File: config.mk
export PLATFORM = sky130hd
export DESIGN_NAME = ascii_number_parser_top
export DESIGN_NICKNAME = d
export VERILOG_FILES = /design/src/hdl/anp_pkg.sv /design/src/hdl/ascii_number_parser_top.sv /design/src/hdl/anp_classify.sv /design/src/hdl/anp_core.sv
export SDC_FILE = /design/constraint.sdc
export NUM_CORES = 1
export LEC_CHECK = 0
export CORE_ASPECT_RATIO = 0.5
export CORE_MARGIN = 2
export CORE_UTILIZATION = 56
export CTS_CLUSTER_DIAMETER = 50
export DETAILED_ROUTE_END_ITERATION = 7
export DONT_BUFFER_PORTS = 1
export MAX_ROUTING_LAYER = met4
export PLACE_DENSITY = 0.74
export SLEW_MARGIN = 30
export SYNTH_ARGS = -nofsm -noshare
export SYNTH_HDL_FRONTEND = slang
export SYNTH_HIERARCHICAL = 1
export SYNTH_SLANG_ARGS = --single-unit
File: constraint.sdc
create_clock -name clk -period 4.5 [get_ports clk]
set_clock_uncertainty 0.15 [all_clocks]
set_input_delay 0 -clock clk [delete_from_list [all_inputs] [get_ports clk]]
set_output_delay 0 -clock clk [all_outputs]
set_load 0.01 [all_outputs]
File: src/hdl/anp_pkg.sv
// shared types, constants and character codes for the ascii number parser
package anp_pkg;

	localparam int ANP_VALUE_BITS = 32;
	localparam int ANP_OUT_BITS   = 32;
	localparam int ANP_CHAR_BITS  = 8;

	localparam logic [ANP_CHAR_BITS-1:0] CH_LOWER_X = 8'h78;
	localparam logic [ANP_CHAR_BITS-1:0] CH_UPPER_X = 8'h58;
	localparam logic [ANP_CHAR_BITS-1:0] CH_MINUS   = 8'h2d;
	localparam logic [ANP_CHAR_BITS-1:0] CH_PLUS    = 8'h2b;
	localparam logic [ANP_CHAR_BITS-1:0] CH_ZERO    = 8'h30;
	localparam logic [ANP_CHAR_BITS-1:0] CH_NINE    = 8'h39;
	localparam logic [ANP_CHAR_BITS-1:0] CH_LOWER_A = 8'h61;
	localparam logic [ANP_CHAR_BITS-1:0] CH_LOWER_F = 8'h66;
	localparam logic [ANP_CHAR_BITS-1:0] CH_UPPER_A = 8'h41;
	localparam logic [ANP_CHAR_BITS-1:0] CH_UPPER_F = 8'h46;

	typedef enum logic [5:0] {
		PH_IDLE   = 6'b000001,
		PH_ZERO   = 6'b000010,
		PH_DSIGN  = 6'b000100,
		PH_DDIG   = 6'b001000,
		PH_HSTART = 6'b010000,
		PH_HDIG   = 6'b100000
	} phase_t;

	typedef struct packed {
		logic       is_dec;
		logic       is_hex;
		logic       is_zero;
		logic       is_x;
		logic       is_sign;
		logic       is_minus;
		logic [3:0] digit;
	} char_class_t;

	typedef struct packed {
		logic                    fire;
		logic [ANP_OUT_BITS-1:0] value;
		logic                    was_hex;
	} result_t;

endpackage

File: src/hdl/ascii_number_parser_top.sv
// top level: input register, parse core and result register
// Streaming ASCII integer parser. One character word is taken per cycle
// (in_valid/in_ready); each is registered, then classified and folded into
// the accumulator, and a terminating character loads a result
// word (value, stop_char, was_hex) into the output register. Sustained rate is
// one character per cycle while out_ready is high; an accepted terminating
// character passes the input register, then sets out_valid in the output
// register. The input register holds while a result waits with out_ready low.
module ascii_number_parser_top import anp_pkg::*; #(
	parameter int VALUE_BITS = ANP_VALUE_BITS
) (
	input  logic                           clk,
	input  logic                           arst_n,
	input  logic                           in_valid,
	output logic                           in_ready,
	input  logic [ANP_CHAR_BITS-1:0]       char_in,
	output logic                           out_valid,
	input  logic                           out_ready,
	output logic signed [ANP_OUT_BITS-1:0] value,
	output logic [ANP_CHAR_BITS-1:0]       stop_char,
	output logic                           was_hex
);

	logic                     valid_s1;
	logic [ANP_CHAR_BITS-1:0] char_s1;
	logic                     adv;
	char_class_t              cls;
	result_t                  res;

	logic                     out_valid_q;
	logic [ANP_OUT_BITS-1:0]  value_q;
	logic [ANP_CHAR_BITS-1:0] stop_char_q;
	logic                     was_hex_q;

	assign adv      = valid_s1 && (!out_valid_q || out_ready);
	assign in_ready = !valid_s1 || adv;

	always_ff @(posedge clk or negedge arst_n) begin
		if (!arst_n) begin
			valid_s1 <= 1'b0;
		end else if (in_valid && in_ready) begin
			valid_s1 <= 1'b1;
		end else if (adv) begin
			valid_s1 <= 1'b0;
		end
	end

	always_ff @(posedge clk) begin
		if (in_valid && in_ready) begin
			char_s1 <= char_in;
		end
	end

	anp_classify u_classify (
		.char_in (char_s1),
		.cls     (cls)
	);

	anp_core #(
		.VALUE_BITS (VALUE_BITS)
	) u_core (
		.clk    (clk),
		.arst_n (arst_n),
		.adv    (adv),
		.cls    (cls),
		.res    (res)
	);

	always_ff @(posedge clk or negedge arst_n) begin
		if (!arst_n) begin
			out_valid_q <= 1'b0;
		end else if (adv && res.fire) begin
			out_valid_q <= 1'b1;
		end else if (out_ready) begin
			out_valid_q <= 1'b0;
		end
	end

	always_ff @(posedge clk) begin
		if (adv && res.fire) begin
			value_q     <= res.value;
			stop_char_q <= char_s1;
			was_hex_q   <= res.was_hex;
		end
	end

	assign out_valid = out_valid_q;
	assign value     = signed'(value_q);
	assign stop_char = stop_char_q;
	assign was_hex   = was_hex_q;

endmodule

File: src/hdl/anp_classify.sv
// character decode: digit classes, digit value, prefix and sign detection
module anp_classify import anp_pkg::*; (
	input  logic [ANP_CHAR_BITS-1:0] char_in,
	output char_class_t              cls
);

	logic is_num;
	logic is_low;
	logic is_up;

	always_comb begin
		is_num = (char_in >= CH_ZERO) && (char_in <= CH_NINE);
		is_low = (char_in >= CH_LOWER_A) && (char_in <= CH_LOWER_F);
		is_up  = (char_in >= CH_UPPER_A) && (char_in <= CH_UPPER_F);

		cls.is_dec   = is_num;
		cls.is_hex   = is_num || is_low || is_up;
		cls.is_zero  = (char_in == CH_ZERO);
		cls.is_x     = (char_in == CH_LOWER_X) || (char_in == CH_UPPER_X);
		cls.is_sign  = (char_in == CH_MINUS) || (char_in == CH_PLUS);
		cls.is_minus = (char_in == CH_MINUS);

		if (is_low) begin
			cls.digit = 4'(char_in - CH_LOWER_A + 8'd10);
		end else if (is_up) begin
			cls.digit = 4'(char_in - CH_UPPER_A + 8'd10);
		end else begin
			cls.digit = 4'(char_in - CH_ZERO);
		end
	end

endmodule

File: src/hdl/anp_core.sv
// parse state, accumulator update and result forming for one character
module anp_core import anp_pkg::*; #(
	parameter int VALUE_BITS = ANP_VALUE_BITS
) (
	input  logic        clk,
	input  logic        arst_n,
	input  logic        adv,
	input  char_class_t cls,
	output result_t     res
);

	phase_t                  phase_q;
	phase_t                  phase_n;
	logic [VALUE_BITS-1:0]   acc_q;
	logic [VALUE_BITS-1:0]   acc_n;
	logic                    neg_q;
	logic                    neg_n;
	logic [VALUE_BITS-1:0]   mul10;
	logic [VALUE_BITS-1:0]   mul16;
	logic [VALUE_BITS-1:0]   dig_ext;
	logic [VALUE_BITS-1:0]   fin_acc;
	logic                    fin_neg;
	logic [VALUE_BITS-1:0]   signed_val;

	always_comb begin
		dig_ext = VALUE_BITS'(cls.digit);
		mul10   = (acc_q << 3) + (acc_q << 1) + dig_ext;
		mul16   = (acc_q << 4) + dig_ext;

		phase_n     = phase_q;
		acc_n       = acc_q;
		neg_n       = neg_q;
		fin_acc     = acc_q;
		fin_neg     = neg_q;
		res.fire    = 1'b0;
		res.was_hex = 1'b0;

		unique case (phase_q)
			PH_ZERO: begin
				if (cls.is_x) begin
					phase_n = PH_HSTART;
				end else if (cls.is_dec) begin
					acc_n   = mul10;
					phase_n = PH_DDIG;
				end else begin
					res.fire = 1'b1;
				end
			end
			PH_DSIGN, PH_DDIG: begin
				if (cls.is_dec) begin
					acc_n   = mul10;
					phase_n = PH_DDIG;
				end else begin
					res.fire = 1'b1;
				end
			end
			PH_HSTART: begin
				if (cls.is_sign) begin
					neg_n   = cls.is_minus;
					phase_n = PH_HDIG;
				end else if (cls.is_hex) begin
					acc_n   = mul16;
					phase_n = PH_HDIG;
				end else begin
					res.fire    = 1'b1;
					res.was_hex = 1'b1;
				end
			end
			PH_HDIG: begin
				if (cls.is_hex) begin
					acc_n = mul16;
				end else begin
					res.fire    = 1'b1;
					res.was_hex = 1'b1;
				end
			end
			default: begin
				acc_n   = '0;
				neg_n   = 1'b0;
				fin_acc = '0;
				fin_neg = 1'b0;
				if (cls.is_sign) begin
					neg_n   = cls.is_minus;
					phase_n = PH_DSIGN;
				end else if (cls.is_zero) begin
					phase_n = PH_ZERO;
				end else if (cls.is_dec) begin
					acc_n   = dig_ext;
					phase_n = PH_DDIG;
				end else begin
					res.fire = 1'b1;
				end
			end
		endcase

		if (res.fire) begin
			phase_n = PH_IDLE;
			acc_n   = '0;
			neg_n   = 1'b0;
		end

		signed_val = fin_neg ? (~fin_acc + 1'b1) : fin_acc;
		res.value  = ANP_OUT_BITS'(signed'(signed_val));
	end

	always_ff @(posedge clk or negedge arst_n) begin
		if (!arst_n) begin
			phase_q <= PH_IDLE;
			acc_q   <= '0;
			neg_q   <= 1'b0;
		end else if (adv) begin
			phase_q <= phase_n;
			acc_q   <= acc_n;
			neg_q   <= neg_n;
		end
	end

endmodule

---- Yosys cells after proc, flatten, opt, wreduce, memory -nomap -nowiden ----
Index checks and enable logic that the tools add are counted.
word-level totals
  flip-flop bits (word level) ............. 90
  logic and storage cells ................. 101
cells by class
  add/subtract/negate cells ............... 9
  $lt $le $gt $ge ......................... 6
  eq/ne operators ......................... 16
  multiplexer cells ....................... 38
  bitwise operators ....................... 1
  reduce and logical (&&, ||, !) cells .... 22
operators by type and width
  operator                 count
  $mux W32                 9
  $pmux W32 S4             1
  $add A32 B4 Y32          2
  $mux W6                  7
  $add A32 B1 Y32 const B  1
  $add A32 B32 Y32         1
  $not A32 Y32             1
  $eq A8 B6 Y1 const B     3
  $pmux W6 S4              1
  $eq A8 B7 Y1 const B     2
  $ge A8 B7 Y1 const B     2
  $le A8 B7 Y1 const B     2
  $mux W1                  14
  $mux W4                  3
  $sub A4 B1 Y4 const B    3
  $ne A3 B3 Y1 const B     3
  $reduce_and A3 Y1        3
  $add A4 B4 Y4 const B    2
  $ge A8 B6 Y1 const B     1
  $le A8 B6 Y1 const B     1
  $eq A6 B2 Y1 const B     1
  $eq A6 B3 Y1 const B     1
  $eq A6 B4 Y1 const B     1
  $eq A6 B5 Y1 const B     1
  other kinds (13)         26

---- Depth between registers and ports, before layout ----
Gate-level depths: netlist (run 1).
  depth in word-level cells ............... 9
  depth in mapped cells ................... 18

---- By module ----
Netlist (run 1), hierarchy kept.
by module, submodules not included
  module                   times used  cells each  area an instance (µm²)  seq. area each (µm²)
  anp_core                 1           597         4663.2                  977.2
  ascii_number_parser_top  1           59          1582.8                  1521.5
  anp_classify             1           32          254.0                   0.0

---- Worst setup path before layout (run 1) ----
Ideal clock, no wire load.
  kind .................................... register to register
  start point ............................. register char_s1[0]
  end point ............................... register stop_char_q[0] (netlist: stop_char[0]) (enable)
  library setup time ...................... 0.444 ns
  data arrival time ....................... 3.886 ns
  required time ........................... 3.906 ns
  setup slack ............................. 0.019 ns
  cell stages (with the launch flop) ...... 12
  buffers on the path ..................... 0
  path through ............................ edfxtp_1 inv_1 ha_1 nand2b_4 nor3_1 or3b_2 a21oi_1 o21ai_0 nor2_1 a2bb2oi_2 nand2_1 nor2b_1
RTL lines
  element                 RTL line                       text
  from (decl)             ascii_number_parser_top.sv:25  logic [ANP_CHAR_BITS-1:0] char_s1;
  from (signal assigned)  ascii_number_parser_top.sv:50  char_s1 <= char_in;
  to (signal assigned)    ascii_number_parser_top.sv:82  stop_char_q <= char_s1;
  to (decl)               ascii_number_parser_top.sv:32  logic [ANP_CHAR_BITS-1:0] stop_char_q;

==> Implementation_results.wiki, run 1 <==
{| class="wikitable"
! Metric !! Value
|-
| Outcome || finished, final reports clean
|-
| Biggest fanout along the worst timing path || 4
|-
| Antenna violation net count after detailed routing || 0
|-
| Async set-or-reset flop fraction in the synthesized netlist || 0.456
|-
| Clock root buffer master || sky130_fd_sc_hd__clkbuf_16
|-
| Capturing element type of the critical path || flip-flop
|-
| CTS buffer count || 9
|-
| Top library cells by usage in the layout, fill and taps aside || sky130_fd_sc_hd__nand2_1, sky130_fd_sc_hd__nor2_1, sky130_fd_sc_hd__ha_1, sky130_fd_sc_hd__o21ai_0, sky130_fd_sc_hd__edfxtp_1
|-
| Leakage power of the design || 3.13 nW
|-
| Max-cap violations || 0
|-
| Largest net degree at the start of global routing || 42
|-
| Most common library cell in the layout ignoring fill and taps || sky130_fd_sc_hd__nand2_1
|-
| Remaining routing DRC violations || 0
|-
| Count of warnings emitted by yosys || 6
|-
| Slew at the pin with the worst max-slew slack || 743 ps
|-
| Core region area || 11100 um^2
|-
| Worst hold path type || primary input to asynchronous set/reset pin
|-
| Setup tns final || 0 ps
|-
| Drt via density || 6.30
|-
| Total routing usage reported by global routing || 0.264
|-
| H-tree depth || 3
|-
| Number of enable flip-flop cells after synthesis || 49
|-
| Portion of the clock cycle consumed by the worst path in the final layout || 0.931
|-
| Wire length of the first global-routing pass || 25300 um
|-
| Post-Synthesis Net Count || 764
|-
| Number of hold violations in the final report || 0
|-
| Total Routed Length || 15400 um
|-
| Total vias in the final route || 5359
|-
| Headroom to the max-slew limit || 0.505
|-
| CP arrival || 4260 ps
|-
| Overall overflow remaining after global route || 0
|-
| Number of detailed-routing iterations run before antenna repair || 5
|-
| Final setup violation count || 0
|-
| Number of antenna cells inserted || 0
|-
| Initial antenna violation count || 0
|-
| Count of nets after finishing || 777
|-
| Area growth syn-to-layout || 9.68%
|-
| Die outline width || 156 um
|-
| Number of distinct library cells after synthesis || 70
|-
| Non-filler instance count after layout || 851
|-
| Main flop type after synthesis || sky130_fd_sc_hd__edfxtp_1
|-
| Clock tree from TritonCTS || done
|-
| Setup slack of the critical path after layout || 310 ps
|-
| Count of input and output buffers || 0
|-
| Vias in the first global route || 5111
|-
| Sequential cell area fraction in the yosys report || 0.384
|-
| Required time worst endpoint || 4570 ps
|-
| Final-layout worst hold slack || 55.6 ps
|-
| Clock-pin slew on the worst setup and hold paths || 60 ps
|-
| Area of the mapped netlist || 6500 um^2
|-
| Iter 0 DRT Violations || 494
|-
| Routability Congestion || 0.928
|-
| Vertical die dimension || 80.2 um
|-
| Critical path class || flip-flop to flip-flop
|-
| Post-place setup slack || 125 ps
|-
| Floorplan row count || 27
|-
| HPWL reported at the end of detailed placement || 10900 um
|-
| Maximum clock rate || 239 MHz
|-
| Fraction of layout instances using a drive strength above 1 || 0.0807
|-
| Min Tclk post-route || 4190 ps
|-
| Count of clock tree sinks || 90
|-
| Starting Density || 0.583
|-
| Later-pin clock latency in the skew report || 350 ps
|-
| Wirelength per Cell || 18.1 um
|-
| Total of flip-flops plus latches after synthesis || 90
|-
| Kind of start point of the critical path || flip-flop
|-
| IO Pins || 55
|-
| # placed instances || 817
|-
| Cells after synthesis || 688
|-
| Area enclosed by the die boundary || 12500 um^2
|-
| Total power per unit cell area || 247 nW/um^2
|-
| Synthesized area per cell || 9.45 um^2
|-
| Max-slew violation total from the final report || 0
|-
| Worst vdd ir || 0.173 mV
|-
| Buffer levels on the longest clock path || 2
|}
[area by class of cell]
| class | instances | area [um^2] |
|---|---|---|
| tap | 145 | 181 |
| clock inverter | 6 | 42.5 |
| clock buffer | 10 | 229 |
| timing repair buffer | 31 | 283 |
| multi-input combinational | 552 | 3830 |
| inverter | 17 | 63.8 |
| fill | 889 | 4020 |
| sequential | 90 | 2500 |
[stage by stage]
step,instance area [um^2],total power [mW],util
floorplan,6500,1.02,-
global placement,6650,1.05,0.597
detailed placement,6650,1.05,0.597
CTS,7070,1.76,0.634
global route,7130,1.82,0.640
finish,7130,1.76,0.640
[what timing repair did]
item | CTS | global route
gates resized for setup | 0 | 9
buffers inserted | 0 | 5
setup endpoints to repair | 0 | 15
hold buffers | 13 | 0
hold endpoints to repair | 60 | 0
[state kept, by name, summed over array words and instances (netlist names)]
register        flops
valid_s1            1
char_s1             8
u_core/acc_q       32
out_valid           1
u_core/phase_q      6
stop_char           8
was_hex             1
value              32
u_core/neg_q        1
[cell usage after synthesis (7+ instances only)]
cell                       number  area, um^2
sky130_fd_sc_hd__xor2_1        38         333
sky130_fd_sc_hd__or3_1          7        43.8
sky130_fd_sc_hd__o21ai_1       10        50.1
sky130_fd_sc_hd__nand2_1       68         255
sky130_fd_sc_hd__o31ai_1       12        90.1
sky130_fd_sc_hd__o21ai_0       59         295
sky130_fd_sc_hd__or4_1          8        60.1
sky130_fd_sc_hd__ha_1          62         776
sky130_fd_sc_hd__inv_1         17        63.8
sky130_fd_sc_hd__a31oi_1       10        62.6
sky130_fd_sc_hd__nand3_1       12        60.1
sky130_fd_sc_hd__nor2_1        62         233
sky130_fd_sc_hd__a22oi_1       27         203
sky130_fd_sc_hd__clkbuf_1      18        67.6
sky130_fd_sc_hd__a21oi_1       36         180
sky130_fd_sc_hd__nor3_1         8        40.0
sky130_fd_sc_hd__nand2b_1      17         106
sky130_fd_sc_hd__nor2b_1        8        50.1
sky130_fd_sc_hd__edfxtp_1      49        1470
sky130_fd_sc_hd__a21o_1         9        67.6
sky130_fd_sc_hd__xnor2_1       19         166
sky130_fd_sc_hd__dfrtp_1       40        1000
[worst max-delay path, stage by stage, from the launching register on]
cell and delay [ps]:
sky130_fd_sc_hd__edfxtp_1 460, sky130_fd_sc_hd__nor4b_4 330, sky130_fd_sc_hd__o211a_1 210, sky130_fd_sc_hd__or2_1 130, sky130_fd_sc_hd__inv_1 70, sky130_fd_sc_hd__fa_1 590
sky130_fd_sc_hd__inv_1 60, sky130_fd_sc_hd__ha_1 280, sky130_fd_sc_hd__a21oi_1 190, sky130_fd_sc_hd__o22ai_1 150, sky130_fd_sc_hd__o311ai_1 320, sky130_fd_sc_hd__buf_4 170
sky130_fd_sc_hd__nand2_1 90, sky130_fd_sc_hd__a31oi_2 240, sky130_fd_sc_hd__buf_4 150, sky130_fd_sc_hd__o21ai_0 130, sky130_fd_sc_hd__nand3_1 140, sky130_fd_sc_hd__a211o_1 130
sky130_fd_sc_hd__nand3_1 70
[power breakdown]
part / internal (mW) / switching [mW]
Sequential: 0.914 / 0.0342
Combinational: 0.0377 / 0.0708
Clock: 0.375 / 0.326
Total: 1.33 / 0.431
[worst paths after layout]
check,to,startpoint,slack (ps),cells after the start
min in group clk,char_s1[2],char_in[2],140,1
max reg2reg,u_core/acc_q[17],char_s1[7],310,18
min,u_core/neg_q,arst_n,60,2
min reg2reg,u_core/phase_q[0],u_core/phase_q[0],360,2
max,u_core/acc_q[17],char_s1[7],310,18
max in group asynchronous,u_core/phase_q[0],arst_n,3890,2
[cell families (layout without fill, tap and decap cells)]
logic type | after synthesis | count (layout) | synth area share
AO/OA/AOI/OAI | 203 | 203 | 0.201
multiplexers | 6 | 6 | 0.00943
buffers and inverters | 46 | 64 | 0.0308
XOR/XNOR | 57 | 57 | 0.0768
adder cells (fa/ha/maj) | 64 | 64 | 0.126
AND/OR/NAND/NOR | 222 | 222 | 0.172
flip-flops | 90 | 90 | 0.384
[metal layers]
layer / up-vias / part of all wire / GRT usage
li1: 2559 / - / -
met1: 2596 / 0.45 / 0.330
met2: 178 / 0.48 / 0.444
met3: 26 / 0.048 / 0.0464
met4: 0 / 0.015 / 0.0807
met5: - / 0 / -
(Power assumes the default switching activity.)
==> inputs of run 2 (changes only) <==
Settings changed: CORE_UTILIZATION 56 to 50, PLACE_DENSITY 0.74 to 0.68.
==> run 2 against run 1 <==
Sequential share of layout area fell by 0.29 points. Clock power up 15%. Global-route usage fell by 2.5 points. Sequential cell count is the same. Combinational power about the same. Register-to-register slack is essentially flat. Sequential power barely moved. Largest cell class unchanged. Critical endpoint is now u_core/acc_q[31]. Total power increased by 5.7%. Fmax hardly changed.
==> Implementation_results.wiki, run 2 (same netlist as run 1, synthesis figures left out) <==
{| class="wikitable"
! Metric !! Value
|-
| Post-route standard cell area excluding fillers || 7190 um^2 (was 7130 um^2)
|-
| Antenna violation net count after detailed routing || 0 (unchanged)
|-
| Largest net degree at the start of global routing || 42 (unchanged)
|-
| Routability Congestion || 0.884 (was 0.928)
|-
| Routed length on met2 || 7430 um (was 7450 um)
|-
| RSZ-0062 raised after global routing || true
|-
| Outcome || finished, final reports clean (unchanged)
|-
| Final setup violation count || 0 (unchanged)
|-
| Area growth syn-to-layout || 10.6% (was 9.68%)
|-
| Clock-pin slew on the worst setup and hold paths || 70 ps (was 60 ps)
|-
| Register Area || 2500 um^2 (unchanged)
|-
| Worst-path cell with the longest stage delay || sky130_fd_sc_hd__fa_1 (unchanged)
|-
| Fraction of layout instances using a drive strength above 1 || 0.0739 (was 0.0807)
|-
| Setup slack of the critical path after layout || 311 ps (was 310 ps)
|-
| Switching part of the total || 0.226 (was 0.245)
|-
| HPWL reported at the end of detailed placement || 11100 um (was 10900 um)
|-
| Critical path class || flip-flop to flip-flop (unchanged)
|-
| IO Pins || 55 (unchanged)
|-
| Clock tree from TritonCTS || done (unchanged)
|-
| Met3 layer wire length in the routed design || 840 um (was 734 um)
|-
| Number of detailed-routing iterations run before antenna repair || 5 (unchanged)
|-
| Delay of the slowest cell on the worst path || 600 ps (was 590 ps)
|-
| Setup tns final || 0 ps (unchanged)
|-
| Total power after layout || 1.86 mW (was 1.76 mW)
|-
| Capturing element type of the critical path || flip-flop (unchanged)
|-
| Non-filler instance count after layout || 874 (was 851)
|-
| Post-Route M1 WL || 6910 um (was 7000 um)
|-
| Total vias in the final route || 5282 (was 5359)
|-
| Top routing layer used || met4 (unchanged)
|-
| Slew at the pin with the worst max-slew slack || 725 ps (was 743 ps)
|-
| Number of buffer and inverter stages on the critical path || 4 (unchanged)
|-
| Max-slew violation total from the final report || 0 (unchanged)
|-
| Utilization after layout || 0.568 (was 0.640)
|-
| Wire length of the first global-routing pass || 25800 um (was 25300 um)
|-
| DP Area || 6690 um^2 (was 6650 um^2)
|-
| H-tree depth || 3 (unchanged)
|-
| CTS buffer count || 9 (unchanged)
|-
| Fill cell count || 1107 (was 889)
|-
| CP top delay family || compound AO/OA/AOI/OAI gates (unchanged)
|-
| Floorplan row count || 29 (was 27)
|-
| Core region area || 12700 um^2 (was 11100 um^2)
|-
| Later-pin clock latency in the skew report || 340 ps (was 350 ps)
|-
| Post-place setup slack || 186 ps (was 125 ps)
|-
| Headroom to the max-slew limit || 0.517 (was 0.505)
|-
| Worst vdd ir || 0.195 mV (was 0.173 mV)
|-
| Reg-to-Reg Start || char_s1[7] (unchanged)
|-
| Overall overflow remaining after global route || 0 (unchanged)
|-
| Number of hold violations in the final report || 0 (unchanged)
|-
| Count of input and output buffers || 0 (unchanged)
|-
| Kind of start point of the critical path || flip-flop (unchanged)
|-
| # placed instances || 843 (was 817)
|-
| Gate power share || 0.057 (was 0.062)
|-
| Clock root buffer master || sky130_fd_sc_hd__clkbuf_16 (unchanged)
|-
| Total internal power || 1.44 mW (was 1.33 mW)
|-
| Max-cap violations || 0 (unchanged)
|-
| Power dissipated by switching net loads || 0.419 mW (was 0.431 mW)
|-
| Drt via density || 6.04 (was 6.30)
|-
| Portion of the clock cycle consumed by the worst path in the final layout || 0.931 (about the same)
|-
| Buffer levels on the longest clock path || 2 (unchanged)
|-
| Worst hold path type || primary input to asynchronous set/reset pin (unchanged)
|-
| Clk network pwr share || 0.433 (was 0.399)
|-
| Total routing usage reported by global routing || 0.239 (was 0.264)
|-
| Leakage power of the design || 3.15 nW (was 3.13 nW)
|-
| Biggest fanout along the worst timing path || 4 (unchanged)
|-
| Min Tclk post-route || 4190 ps (about the same)
|-
| Total power per unit cell area || 259 nW/um^2 (was 247 nW/um^2)
|-
| Count of nets after finishing || 775 (was 777)
|-
| Starting Density || 0.513 (was 0.583)
|-
| Die outline width || 165 um (was 156 um)
|-
| Count of clock tree sinks || 90 (unchanged)
|-
| Top library cells by usage in the layout, fill and taps aside || sky130_fd_sc_hd__nand2_1, sky130_fd_sc_hd__nor2_1, sky130_fd_sc_hd__ha_1, sky130_fd_sc_hd__o21ai_0, sky130_fd_sc_hd__edfxtp_1 (unchanged)
|-
| Number of antenna cells inserted || 0 (unchanged)
|-
| Setup crit start || char_s1[7] (unchanged)
|-
| Remaining routing DRC violations || 0 (unchanged)
|-
| Initial antenna violation count || 0 (unchanged)
|-
| Area occupied by multi-input gates || 3830 um^2 (about the same)
|-
| Iter 0 DRT Violations || 504 (was 494)
|-
| CP arrival || 4240 ps (was 4260 ps)
|-
| Fraction of power consumed by sequential logic || 0.510 (was 0.539)
|-
| Vertical die dimension || 84.6 um (was 80.2 um)
|-
| Critical path cell sequence || nor4b_4 -> o211a_1 -> or2_1 -> inv_1 -> fa_1 -> inv_1 -> ha_1 -> a21oi_1 -> o22ai_1 -> o311ai_1 -> buf_4 -> a31oi_1 -> a31oi_1 -> buf_4 -> nand4_1 -> a41oi_2 -> xnor2_1 -> o21ai_1 (was nor4b_4 -> o211a_1 -> or2_1 -> inv_1 -> fa_1 -> inv_1 -> ha_1 -> a21oi_1 -> o22ai_1 -> o311ai_1 -> buf_4 -> nand2_1 -> a31oi_2 -> buf_4 -> o21ai_0 -> nand3_1 -> a211o_1 -> nand3_1)
|-
| Total Routed Length || 15400 um (about the same)
|-
| Wirelength per Cell || 17.6 um (was 18.1 um)
|-
| Final-layout worst hold slack || 17.4 ps (was 55.6 ps)
|-
| Maximum clock rate || 239 MHz (about the same)
|-
| Required time worst endpoint || 4550 ps (was 4570 ps)
|-
| Area enclosed by the die boundary || 14000 um^2 (was 12500 um^2)
|-
| Vias in the first global route || 5144 (was 5111)
|-
| Most common library cell in the layout ignoring fill and taps || sky130_fd_sc_hd__nand2_1 (unchanged)
|}
## run 2: final cells by class
| class | count | area share |
|---|---|---|
| clock buffers | 12 | 0.0329 |
| clock inverters | 4 | 0.0106 |
| inverters | 17 | 0.00888 |
| multi-input cells | 552 | 0.533 |
| flip-flops and latches | 90 | 0.348 |
| well taps | 170 | 0.0296 |
| repair buffers | 29 | 0.0372 |
## run 2: worst paths after layout
kind                                           to  slack [ps]  cells after the start
worst max-delay path             u_core/acc_q[31]         310                     18
worst min-delay path                    out_valid          20                      2
worst max register to register   u_core/acc_q[31]         310                     18
worst min register to register  u_core/phase_q[0]         360                      2
max in group asynchronous       u_core/phase_q[0]        3930                      2
min in group clk                       char_s1[5]         150                      1
## run 2: power groups by stage
stage | Sequential (mW) | Clock (mW) | Combinational, mW
floorplan | 0.962 | 0 | 0.0595
global placement | 0.965 | 0 | 0.0819
detailed placement | 0.967 | 0 | 0.0833
CTS | 0.949 | 0.817 | 0.105
global route | 0.953 | 0.857 | 0.118
finish | 0.948 | 0.804 | 0.106
## run 2: what timing repair did
action                                  CTS  global route
setup buffers                             0             2
hold buffers                             13             0
endpoints found under the setup margin    0            11
resized for setup                         0             7
endpoints found under the hold margin    60             0
## run 2: routing by layer
metal | up-vias | track usage
li1 | 2561 | -
met1 | 2520 | 0.306
met2 | 182 | 0.388
met3 | 19 | 0.0395
met4 | 0 | 0.0751
met5 | - | -
## run 2: worst register-to-register path: stages (launching register included)
cell	delay (ps)
sky130_fd_sc_hd__edfxtp_1	460
sky130_fd_sc_hd__nor4b_4	340
sky130_fd_sc_hd__o211a_1	220
sky130_fd_sc_hd__or2_1	120
sky130_fd_sc_hd__inv_1	60
sky130_fd_sc_hd__fa_1	600
sky130_fd_sc_hd__inv_1	60
sky130_fd_sc_hd__ha_1	290
sky130_fd_sc_hd__a21oi_1	190
sky130_fd_sc_hd__o22ai_1	140
sky130_fd_sc_hd__o311ai_1	280
sky130_fd_sc_hd__buf_4	170
sky130_fd_sc_hd__a31oi_1	80
sky130_fd_sc_hd__a31oi_1	180
sky130_fd_sc_hd__buf_4	170
sky130_fd_sc_hd__nand4_1	100
sky130_fd_sc_hd__a41oi_2	210
sky130_fd_sc_hd__xnor2_1	140
sky130_fd_sc_hd__o21ai_1	70
==> inputs of run 3 (changes only) <==
Settings changed: CORE_ASPECT_RATIO 0.5 to default, CTS_CLUSTER_SIZE from default to 20.
==> run 3 against run 2 <==
Combinational power hardly changed. Final cell count grew 0.11%. Worst hold slack better by 28 ps. Total power is 5.6% lower. Critical endpoint is now u_core/acc_q[30]. Largest cell class unchanged.
==> Implementation_results.wiki, run 3 (same netlist as run 1, synthesis figures left out) <==
{| class="wikitable"
! Metric !! Value
|-
| Outcome || finished, final reports clean (unchanged)
|-
| Number of detailed-routing iterations run before antenna repair || 5 (unchanged)
|-
| Max-cap violations || 0 (unchanged)
|-
| Count of nets after finishing || 774 (was 775)
|-
| Min Tclk post-route || 4270 ps (was 4190 ps)
|-
| Area occupied by multi-input gates || 3830 um^2 (about the same)
|-
| Wire length of the first global-routing pass || 26000 um (was 25800 um)
|-
| H-tree depth || 3 (unchanged)
|-
| Antenna violation net count after detailed routing || 0 (unchanged)
|-
| Portion of the clock cycle consumed by the worst path in the final layout || 0.949 (was 0.931)
|-
| Clock tree from TritonCTS || done (unchanged)
|-
| Count of input and output buffers || 0 (unchanged)
|-
| Vertical die dimension || 118 um (was 84.6 um)
|-
| Biggest fanout along the worst timing path || 4 (unchanged)
|-
| Top library cells by usage in the layout, fill and taps aside || sky130_fd_sc_hd__nand2_1, sky130_fd_sc_hd__ha_1, sky130_fd_sc_hd__nor2_1, sky130_fd_sc_hd__o21ai_0, sky130_fd_sc_hd__edfxtp_1 (was sky130_fd_sc_hd__nand2_1, sky130_fd_sc_hd__nor2_1, sky130_fd_sc_hd__ha_1, sky130_fd_sc_hd__o21ai_0, sky130_fd_sc_hd__edfxtp_1)
|-
| Capturing element type of the critical path || flip-flop (unchanged)
|-
| Vias in the first global route || 5156 (was 5144)
|-
| Number of antenna cells inserted || 0 (unchanged)
|-
| Required time worst endpoint || 4540 ps (was 4550 ps)
|-
| Non-filler instance count after layout || 875 (was 874)
|-
| Post-route standard cell area excluding fillers || 7150 um^2 (was 7190 um^2)
|-
| Wirelength per Cell || 17.7 um (was 17.6 um)
|-
| Headroom to the max-slew limit || 0.317 (was 0.517)
|-
| Fill cell count || 1110 (was 1107)
|-
| Leakage power of the design || 3.13 nW (was 3.15 nW)
|-
| CP arrival || 4310 ps (was 4240 ps)
|-
| Later-pin clock latency in the skew report || 340 ps (about the same)
|-
| Routability Congestion || 0.935 (was 0.884)
|-
| Largest net degree at the start of global routing || 42 (unchanged)
|-
| Worst vdd ir || 0.251 mV (was 0.195 mV)
|-
| Count of clock tree sinks || 90 (unchanged)
|-
| Number of hold violations in the final report || 0 (unchanged)
|-
| Kind of start point of the critical path || flip-flop (unchanged)
|-
| Fraction of layout instances using a drive strength above 1 || 0.0754 (was 0.0739)
|-
| Critical path class || flip-flop to flip-flop (unchanged)
|-
| Overall overflow remaining after global route || 0 (unchanged)
|-
| Register Area || 2500 um^2 (about the same)
|-
| Remaining routing DRC violations || 0 (unchanged)
|-
| Clock root buffer master || sky130_fd_sc_hd__clkbuf_16 (unchanged)
|-
| Initial antenna violation count || 0 (unchanged)
|-
| Worst hold path type || primary input to asynchronous set/reset pin (unchanged)
|-
| Area enclosed by the die boundary || 13900 um^2 (was 14000 um^2)
|-
| DP Area || 6700 um^2 (was 6690 um^2)
|-
| Total power per unit cell area || 246 nW/um^2 (was 259 nW/um^2)
|-
| Final setup violation count || 0 (unchanged)
|-
| Total vias in the final route || 5308 (was 5282)
|-
| Floorplan row count || 41 (was 29)
|-
| Clock-pin slew on the worst setup and hold paths || 70 ps (about the same)
|-
| IO Pins || 55 (unchanged)
|-
| Area growth syn-to-layout || 9.95% (was 10.6%)
|-
| HPWL reported at the end of detailed placement || 11400 um (was 11100 um)
|-
| # placed instances || 846 (was 843)
|-
| Slew at the pin with the worst max-slew slack || 1010 ps (was 725 ps)
|-
| Setup Buffers After CTS || 0 (unchanged)
|-
| Total Routed Length || 15500 um (was 15400 um)
|-
| Buffer levels on the longest clock path || 2 (unchanged)
|-
| Most common library cell in the layout ignoring fill and taps || sky130_fd_sc_hd__nand2_1 (unchanged)
|-
| Core region area || 12700 um^2 (about the same)
|-
| Drt via density || 6.07 (was 6.04)
|-
| Utilization after layout || 0.564 (was 0.568)
|-
| Total routing usage reported by global routing || 0.234 (was 0.239)
|-
| Iter 0 DRT Violations || 381 (was 504)
|-
| Maximum clock rate || 234 MHz (was 239 MHz)
|-
| Die outline width || 118 um (was 165 um)
|-
| Max-slew violation total from the final report || 0 (unchanged)
|-
| Final-layout worst hold slack || 45.8 ps (was 17.4 ps)
|-
| Starting Density || 0.513 (about the same)
|-
| CTS buffer count || 9 (unchanged)
|}
-- run 3: cell count changes in the layout (fill, tap and decap cells not counted), sizes merged --
cell,before,now
buf,17,16
clkinv,1,5
inv,17,19
clkinvlp,1,0
clkbuf,12,9
bufinv,2,0
-- run 3: report_power, final --
group          leakage (nW)  internal (mW)  switching (mW)
registers              1.04          0.914          0.0326
logic                  1.94         0.0371          0.0719
clock network         0.138          0.378           0.321
-- run 3: worst paths after layout --
check	from	end	slack [ps]	cells past startpoint
max	char_s1[1]	u_core/acc_q[30]	230	17
min	arst_n	u_core/acc_q[2]	50	2
max reg2reg	char_s1[1]	u_core/acc_q[30]	230	17
min reg2reg	char_s1[5]	stop_char[5]	350	0
max in group asynchronous	arst_n	u_core/phase_q[0]	3880	2
min in group clk	char_in[2]	char_s1[2]	140	1
-- run 3: routing by layer --
metal  routed length, um  track usage  vias up
met5                   0            -        -
met4                 258       0.0776        0
met3                 737       0.0223       16
met2                7380        0.385      170
met1                7100        0.305     2566
li1                    -            -     2556
-- run 3: metrics by stage --
step	setup slack, ps	power [mW]	setup TNS (ps)
after floorplan	19.4	1.02	0
after global placement	123	1.05	0
after detailed placement	54.0	1.05	0
after CTS	23.1	1.77	0
after global routing	-8.11	1.82	-8.11
final	231	1.75	0
-- run 3: final cells by class --
cell class | count | share of cell area
well taps | 172 | 0.0301
inverters | 17 | 0.00893
multi-input cells | 552 | 0.536
clock buffers | 9 | 0.0315
repair buffers | 28 | 0.0364
clock inverters | 7 | 0.00735
flip-flops and latches | 90 | 0.350
-- run 3: timing repair --
item | 4_1_cts | 5_1_grt
resized for setup | 0 | 5
endpoints found under the setup margin | 0 | 12
endpoints found under the hold margin | 60 | 0
hold buffers | 13 | 0
-- run 3: worst max-delay path, stage by stage (launching register included) --
cell and delay (ps):
sky130_fd_sc_hd__edfxtp_1 380, sky130_fd_sc_hd__inv_1 120, sky130_fd_sc_hd__ha_1 250, sky130_fd_sc_hd__nand2b_4 90, sky130_fd_sc_hd__o211a_1 230, sky130_fd_sc_hd__or2_1 240, sky130_fd_sc_hd__inv_1 90, sky130_fd_sc_hd__fa_1 430
sky130_fd_sc_hd__fa_1 450, sky130_fd_sc_hd__nand2b_1 210, sky130_fd_sc_hd__a21oi_2 210, sky130_fd_sc_hd__o21bai_1 170, sky130_fd_sc_hd__a21oi_2 200, sky130_fd_sc_hd__nor2_1 70, sky130_fd_sc_hd__o41a_1 350, sky130_fd_sc_hd__a31oi_1 230
sky130_fd_sc_hd__xnor2_1 150, sky130_fd_sc_hd__o21ai_1 90
